[config.mk]
export PLATFORM = sky130hd
export DESIGN_NAME = ipv6_transport_checksum_check_fill_unit
export DESIGN_NICKNAME = d
export VERILOG_FILES = /design/src/hdl/ip6csum_pkg.sv /design/src/hdl/ipv6_transport_checksum_check_fill_unit.sv
export SDC_FILE = /design/constraint.sdc
export NUM_CORES = 1
export LEC_CHECK = 0
export BUFFER_PORTS_ARGS = -buffer_cell sky130_fd_sc_hd__buf_2
export CAP_MARGIN = 10
export CORE_MARGIN = 3
export CORE_UTILIZATION = 50
export DETAILED_ROUTE_END_ITERATION = 10
export PLACE_DENSITY = 0.67
export SLEW_MARGIN = 20
export SYNTH_ARGS = -nofsm -noshare
export SYNTH_HDL_FRONTEND = slang
export SYNTH_SLANG_ARGS = --single-unit
[constraint.sdc]
create_clock -name clock -period 13.5 [get_ports clock]
set_input_delay 0.675 -clock clock [delete_from_list [all_inputs] [get_ports clock]]
set_output_delay 0.675 -clock clock [all_outputs]
set_load 0.1 [all_outputs]
[src/hdl/ip6csum_pkg.sv]
// Shared constants, types and a ones'-complement helper for the IPv6 transport checksum unit.
`timescale 1ns / 1ps

package ip6csum_pkg;

   localparam int unsigned COUNT_WIDTH = 17;
   localparam int unsigned WORD_WIDTH  = 16;

   localparam logic [7:0] PROTO_UDP   = 8'd17;
   localparam logic [7:0] PROTO_ICMP6 = 8'd58;

   localparam logic [COUNT_WIDTH-1:0] IP6_HDR_LEN    = 17'd40;
   localparam logic [COUNT_WIDTH-1:0] POS_NEXT_HDR   = 17'd6;
   localparam logic [COUNT_WIDTH-1:0] POS_FIRST_ADDR = 17'd8;
   localparam logic [COUNT_WIDTH-1:0] POS_ADDR_WORD  = 17'd9;
   localparam logic [COUNT_WIDTH-1:0] POS_ICMP_CSUM  = 17'd42;
   localparam logic [COUNT_WIDTH-1:0] POS_UDP_LEN_HI = 17'd44;
   localparam logic [COUNT_WIDTH-1:0] POS_UDP_LEN_LO = 17'd45;
   localparam logic [COUNT_WIDTH-1:0] POS_UDP_CSUM   = 17'd46;
   localparam logic [COUNT_WIDTH-1:0] UDP_MIN_LEN    = 17'd48;
   localparam logic [COUNT_WIDTH-1:0] ICMP_MIN_LEN   = 17'd44;
   localparam logic [COUNT_WIDTH-1:0] COUNT_CEILING  = 17'h1FFFE;

   localparam logic [WORD_WIDTH-1:0] ALL_ONES = 16'hFFFF;

   typedef enum logic [1:0] {
      STATUS_OK        = 2'd0,
      STATUS_BAD_PROTO = 2'd1,
      STATUS_SHORT     = 2'd2
   } status_type;

   typedef struct packed {
      status_type             status;
      logic [WORD_WIDTH-1:0]  fill_checksum;
      logic                   checksum_ok;
   } result_type;

   // Ones'-complement add of two 16-bit values with end-around carry.
   function automatic logic [WORD_WIDTH-1:0] oc_add(input logic [WORD_WIDTH-1:0] a,
                                                    input logic [WORD_WIDTH-1:0] b);
      logic [WORD_WIDTH:0] s;
      s = {1'b0, a} + {1'b0, b};
      return s[WORD_WIDTH-1:0] + {{(WORD_WIDTH-1){1'b0}}, s[WORD_WIDTH]};
   endfunction

endpackage

[src/hdl/ipv6_transport_checksum_check_fill_unit.sv]
// Top level of the IPv6 transport checksum checker and filler.
`timescale 1ns / 1ps

// The unit takes an IPv6 packet as a stream of byte words, starting at byte 0 of the IPv6
// header, with tlast on the final byte. It reads the next-header byte, accepts UDP or ICMPv6,
// and forms the internet checksum over the pseudo-header (source and destination addresses,
// transport length, protocol) and the transport bytes, an odd final byte being padded with a
// zero low byte. The transport length is the UDP length field for UDP and the number of bytes
// after the 40-byte IPv6 header for ICMPv6. On the last byte of each packet it delivers one
// result word: whether the received checksum verifies, the value that belongs in the checksum
// field (computed with that field taken as zero), and a status. For UDP a received checksum
// of zero never verifies and a computed zero is sent as 0xFFFF. A packet with another next
// header gives status 1; one that ends before its checksum field gives status 2; both carry
// checksum_ok and fill_checksum as zero. One byte is accepted in every clock cycle unless a
// last byte waits on a full output register: each byte passes through an input register and
// is added into the running sum, and the result of the last byte is written into an output
// register. A result waiting in the output register does not stop the input; only a further
// last byte waits until it has been taken. All running state returns to zero after every
// packet, so packets follow one another with no gap.
module ipv6_transport_checksum_check_fill_unit
   import ip6csum_pkg::*;
(
   input  logic        clock,
   input  logic        reset,
   // Packet byte stream
   input  logic        req_tvalid,
   output logic        req_tready,
   input  logic [7:0]  req_tdata,   // [7:0] data_byte
   input  logic        req_tlast,   // last_byte
   // Result stream
   output logic        rsp_tvalid,
   input  logic        rsp_tready,
   output logic [23:0] rsp_tdata    // [0] checksum_ok, [16:1] fill_checksum, [18:17] status,
                                    // [23:19] zero
);

   // Input register
   logic       in_valid_ff, in_valid_in;
   logic [7:0] in_data_ff;
   logic       in_last_ff;

   // Per-packet running state
   logic [COUNT_WIDTH-1:0] byte_count_ff, byte_count_in;
   logic [WORD_WIDTH-1:0]  sum_acc_ff, sum_acc_in;
   logic [7:0]             high_byte_ff, high_byte_in;
   logic [7:0]             next_header_ff, next_header_in;
   logic [WORD_WIDTH-1:0]  rx_csum_ff, rx_csum_in;
   logic [WORD_WIDTH-1:0]  udp_len_ff, udp_len_in;

   // Output register
   logic       rsp_valid_ff, rsp_valid_in;
   result_type rsp_data_ff, rsp_data_in;

   // Datapath signals
   logic                   advance;
   logic                   load_result;
   logic [COUNT_WIDTH-1:0] cnt;
   logic [COUNT_WIDTH-1:0] total;
   logic [WORD_WIDTH-1:0]  word;
   logic                   is_csum;
   logic                   add_word;
   logic                   add_pad;
   logic                   is_udp;
   logic                   is_icmp;
   logic [COUNT_WIDTH-1:0] length;
   logic [18:0]            wide_sum;
   logic [16:0]            fold_one;
   logic [WORD_WIDTH-1:0]  fsum;
   logic [WORD_WIDTH-1:0]  vsum;
   logic                   ok;
   result_type             result;

   // A buffered byte moves on unless it closes a packet and the output register is still full.
   assign advance     = in_valid_ff && (!in_last_ff || !rsp_valid_ff || rsp_tready);
   assign req_tready  = !in_valid_ff || advance;
   assign load_result = advance && in_last_ff;
   assign in_valid_in = (req_tvalid && req_tready) || (in_valid_ff && !advance);

   assign cnt = byte_count_ff;

   always_comb begin
      byte_count_in  = byte_count_ff;
      sum_acc_in     = sum_acc_ff;
      high_byte_in   = high_byte_ff;
      next_header_in = next_header_ff;
      rx_csum_in     = rx_csum_ff;
      udp_len_in     = udp_len_ff;
      total          = cnt + 17'd1;
      word           = {high_byte_ff, in_data_ff};
      is_csum        = 1'b0;
      add_word       = 1'b0;
      add_pad        = 1'b0;
      is_udp         = 1'b0;
      is_icmp        = 1'b0;
      length         = '0;
      wide_sum       = '0;
      fold_one       = '0;
      fsum           = '0;
      vsum           = '0;
      ok             = 1'b0;
      result         = '{status: STATUS_OK, fill_checksum: '0, checksum_ok: 1'b0};

      if (cnt == POS_NEXT_HDR) begin
         next_header_in = in_data_ff;
      end
      if (cnt == POS_UDP_LEN_HI) begin
         udp_len_in = {in_data_ff, udp_len_ff[7:0]};
      end
      if (cnt == POS_UDP_LEN_LO) begin
         udp_len_in = {udp_len_ff[15:8], in_data_ff};
      end

      // Even offsets hold the high byte; odd offsets from the source address on close a word.
      if (!cnt[0]) begin
         high_byte_in = in_data_ff;
      end else if (cnt >= POS_ADDR_WORD) begin
         is_csum = ((next_header_ff == PROTO_UDP)   && (cnt - 17'd1 == POS_UDP_CSUM)) ||
                   ((next_header_ff == PROTO_ICMP6) && (cnt - 17'd1 == POS_ICMP_CSUM));
         if (is_csum) begin
            rx_csum_in = word;
         end else begin
            add_word   = 1'b1;
            sum_acc_in = oc_add(sum_acc_ff, word);
         end
      end

      // At and past the ceiling the count toggles its lowest bit so that byte pairing stays right.
      if (cnt >= COUNT_CEILING) begin
         total = cnt ^ 17'd1;
      end
      byte_count_in = total;

      // Closing arithmetic: all terms go into one wide sum, folded twice to 16 bits.
      add_pad = !cnt[0] && (cnt >= POS_FIRST_ADDR);
      is_udp  = (next_header_in == PROTO_UDP);
      is_icmp = (next_header_in == PROTO_ICMP6);
      length  = is_udp ? {1'b0, udp_len_in} : (total - IP6_HDR_LEN);

      wide_sum = {3'b000, sum_acc_ff}
               + (add_word ? {3'b000, word} : 19'd0)
               + (add_pad  ? {3'b000, in_data_ff, 8'h00} : 19'd0)
               + {18'd0, length[16]}
               + {3'b000, length[15:0]}
               + {11'd0, next_header_in};
      fold_one = {1'b0, wide_sum[15:0]} + {14'd0, wide_sum[18:16]};
      fsum     = fold_one[15:0] + {15'd0, fold_one[16]};
      vsum     = oc_add(fsum, rx_csum_in);
      ok       = (vsum == ALL_ONES);

      if (is_udp) begin
         if (rx_csum_in == '0) begin
            ok = 1'b0;
         end
         if (fsum == ALL_ONES) begin
            fsum = '0;
         end
      end

      if (cnt < POS_NEXT_HDR) begin
         result.status = STATUS_SHORT;
      end else if (!is_udp && !is_icmp) begin
         result.status = STATUS_BAD_PROTO;
      end else if ((is_udp && total < UDP_MIN_LEN) || (is_icmp && total < ICMP_MIN_LEN)) begin
         result.status = STATUS_SHORT;
      end else begin
         result.status        = STATUS_OK;
         result.checksum_ok   = ok;
         result.fill_checksum = ~fsum;
      end

      // Every packet starts from cleared state.
      if (in_last_ff) begin
         byte_count_in  = '0;
         sum_acc_in     = '0;
         high_byte_in   = '0;
         next_header_in = '0;
         rx_csum_in     = '0;
         udp_len_in     = '0;
      end
   end

   assign rsp_valid_in = load_result || (rsp_valid_ff && !rsp_tready);
   assign rsp_data_in  = load_result ? result : rsp_data_ff;

   always_ff @(posedge clock) begin
      if (reset) begin
         in_valid_ff    <= 1'b0;
         rsp_valid_ff   <= 1'b0;
         byte_count_ff  <= '0;
         sum_acc_ff     <= '0;
         high_byte_ff   <= '0;
         next_header_ff <= '0;
         rx_csum_ff     <= '0;
         udp_len_ff     <= '0;
      end else begin
         in_valid_ff  <= in_valid_in;
         rsp_valid_ff <= rsp_valid_in;
         if (advance) begin
            byte_count_ff  <= byte_count_in;
            sum_acc_ff     <= sum_acc_in;
            high_byte_ff   <= high_byte_in;
            next_header_ff <= next_header_in;
            rx_csum_ff     <= rx_csum_in;
            udp_len_ff     <= udp_len_in;
         end
      end
   end

   always_ff @(posedge clock) begin
      if (req_tvalid && req_tready) begin
         in_data_ff <= req_tdata;
         in_last_ff <= req_tlast;
      end
      rsp_data_ff <= rsp_data_in;
   end

   assign rsp_tvalid = rsp_valid_ff;
   assign rsp_tdata  = {5'b00000, rsp_data_ff};

endmodule
==> metrics.csv <==
stage,metric,value,unit
synthesis,ys.warnings.count,0,
power,leakage,4.602,nW
clock_network,clk_pin_slew_worst_paths,90,ps
critical_path,rr_worst_depth,53,
final_layout,stdcell_area,11140,sq um
floorplanning,num_rows,52,
synthesis,ys_types,85,
final_layout,fillers,1893,
floorplanning,start_util,0.5107,
placed_design,hpwl,21.64,mm
critical_path,critical_path_class,reg2reg,
synthesis,postSynthCellCount,1277,
placed_design,port_buffers,33,
synthesis,ys_seq_elements,111,
synthesis,synth_area,10400,sq um
sta,timing.fmax,79.92,MHz
final_layout,drive_above_1_share,0.1179,
critical_path,regToRegSetupSlack,990,ps
sta,fin_worst_skew,9.700,ps
synthesis,seq_area_frac_synth,0.2406,
hold_path,min_to,in_data_ff[4],
placed_design,gp_congestion,0.9726,
synthesis,yosys-top-cells-area,"dfxtp_1 (16%), edfxtp_1 (8.1%), ha_1 (7.6%), fa_1 (6.9%), nor2_1 (5.7%)",
synthesis,synth.avg_cell_area,8.144,sq um
critical_path,worstPathArrival,12660,ps
final_layout,final_common_cell,nor2_1,
hold_path,worstHoldStart,req_tdata[4],
drt,dr_wl_met3,1.973,mm
clock_network,ctsHoldBuffers,0,
floorplanning,die_y,150.2,um
critical_path,crit_top_cell,ha_1,
clock_network,root_buffer,clkbuf_16,
global_routing,grt_pass1_vias,8755,
hold_path,hp-class,in2reg,
final_layout,most-common-layout-cells,"nor2_1 (156), nand2_1 (99), inv_1 (79)",
drt,wl_met1,12.92,mm
status,status,finished clean,
power,finalPower,0.7541,mW
global_routing,grtUsageTotal,0.2595,
global_routing,grt_antenna_before_repair,0,
synthesis,yosysTopAreaCellShare,0.1598,
clock_network,clk_latency,370,ps
critical_path,r2r-end,rsp_tdata[0],
clock_network,cts_tree,done,
critical_path,startpoint_type,flop,
drt,dr_wl_met2,12.91,mm
clock_network,cts_setup_buffers,0,
final_layout,area_growth,7.098,%
clock_network,clock_path_buffers,2,
sta,hold_ws,476.9,ps
sta,setup_violations,0,
critical_path,slowest_delay,560,ps
drt,drc,0,
power,ir_worst_vdd,50.11,uV
power,powerDensity,67.70,nW/um^2
sta,hold_viol_final,0,
drt,routed_via_density,5.992,
floorplanning,core_area,20360,sq um
sta,slew_viol_final,0,
synthesis,synth-async-reset-ratio,0,
clock_network,clock-sinks,111,
floorplanning,die_w,150.2,um
critical_path,worst_setup_path_end_kind,flop,
critical_path,cpMaxStageDelayCell,fa_1,
sta,slew_headroom,0.3424,
synthesis,synth_top_cell_by_area,dfxtp_1,
drt,vias,9293,
sta,finalCriticalPeriod,12510,ps
global_routing,grt-ovfl-total,0,
final_layout,final_nets,1388,
hold_path,hold_path_depth,1,
drt,dr.pass1.iters,5,
final_layout,diodes,0,
critical_path,cp_max_fo,13,
clock_network,cts-buffers-inserted,9,
drt,routed_wl,28.50,mm
drt,detail_route.wl_per_cell,18.38,um
synthesis,synth_edf_count,28,
run,cap_viol_max_count,0,
sta,period_share,0.9268,
global_routing,grt_pass1_wl,46.73,mm
drt,antenna_left,0,
global_routing,grt_max_degree,84,
clock_network,h-tree-depth,3,
critical_path,r2r_start,byte_count_ff[3],
floorplanning,pin_count,39,
sta,tightest_slew,986.4,ps
drt,highest_layer,met4,
drt,drt_iter0_markers,792,
placed_design,place_area,10770,sq um
synthesis,ys.flop_type,dfxtp_1,
critical_path,cp.required,13650,ps
floorplanning,dieArea,22570,sq um
power breakdown:
part | total [mW] | internal, mW | switching [mW]
sequential | 0.349 | 0.345 | 0.00403
clock | 0.279 | 0.133 | 0.145
combinational | 0.127 | 0.0380 | 0.0886
worst max-delay path: cells and delay by family (launching register included):
kind | cells | cell delay (ps)
muxes | 1 | 140
buffers and inverters | 2 | 100
AOI/OAI and AO/OA | 19 | 3950
xor gates and xnor gates | 2 | 520
and+or+nand+nor | 20 | 4240
adders and majority gates | 9 | 2770
DFF | 1 | 510
logic make-up (layout without fill, tap and decap cells):
logic type / Yosys count / count (layout) / synth area share
buf+inv: 147 / 147 / 0.05727
fa+ha+maj: 100 / 100 / 0.1461
other cells: 1 / 5 / 0.0003606
mux: 42 / 42 / 0.04307
xor+xnor: 100 / 100 / 0.08782
flops: 111 / 111 / 0.2406
simple gates: 472 / 472 / 0.2295
compound gates: 304 / 304 / 0.1953
cell usage after synthesis, drive strengths merged (10+ instances only):
cell,instances
nor2,157
nand2,99
dfxtp,83
inv,79
a21oi,75
o21ai,74
ha,63
a22oi,53
xnor2,53
clkbuf,52
xor2,47
nor3,43
fa,36
nand3,32
edfxtp,28
and2,24
mux2,22
mux2i,20
nand4,20
nor4,18
a21o,16
buf,15
a31oi,14
and3,12
and4,11
nor2b,10
per-stage QoR:
| step | worst slack [ps] | std cells | setup TNS, ps | util |
|---|---|---|---|---|
| 2_1_floorplan | 2416 | 1281 | 0 | - |
| 3_3_place_gp | 1073 | 1535 | 0 | 0.5287 |
| 3_5_place_dp | 619.3 | 1535 | 0 | 0.5287 |
| 4_1_cts | 571.8 | 1551 | 0 | 0.5439 |
| 5_1_grt | -7.042 | 1551 | -7.042 | 0.5469 |
| 6_report | 987.7 | 1551 | 0 | 0.5469 |
how the worst max path moves through the flow:
stage | startpoint | end | cells past startpoint
after floorplan | byte_count_ff[6] | rsp_tdata[0] | 55
after global placement | byte_count_ff[2] | rsp_tdata[0] | 54
after detailed placement | byte_count_ff[2] | rsp_tdata[0] | 54
after CTS | byte_count_ff[2] | rsp_tdata[0] | 54
after global routing | byte_count_ff[3] | rsp_tdata[0] | 54
final | byte_count_ff[3] | rsp_tdata[0] | 53
sequential cells by signal, indices dropped and copies added, names as in the netlist:
signal	flops
high_byte_ff	8
next_header_ff	8
sum_acc_ff	16
rsp_tvalid	1
in_valid_ff	1
byte_count_ff	17
rx_csum_ff	16
in_last_ff	1
in_data_ff	8
rsp_tdata	19
udp_len_ff	16
final cells by class:
cell class	instances	area, sq um	share of cell area
timing repair buffer	51	300.3	0.02696
clock buffer	9	225.2	0.02022
tap	270	337.8	0.03033
multi-input combinational	1023	7375	0.6621
clock inverter	7	83.83	0.007526
inverter	80	300.3	0.02696
sequential	111	2516	0.2259
routing by layer:
metal / up-vias / GRT usage
li1: 4558 / -
met1: 4386 / 0.3665
met2: 300 / 0.4152
met3: 49 / 0.03733
met4: 0 / 0.07411
met5: - / 0
timing repair:
item,4_1_cts,5_1_grt
endpoints found under the hold margin,0,0
endpoints found under the setup margin,0,1
gates resized for setup,0,22
Power figures use the tool's default switching activity.
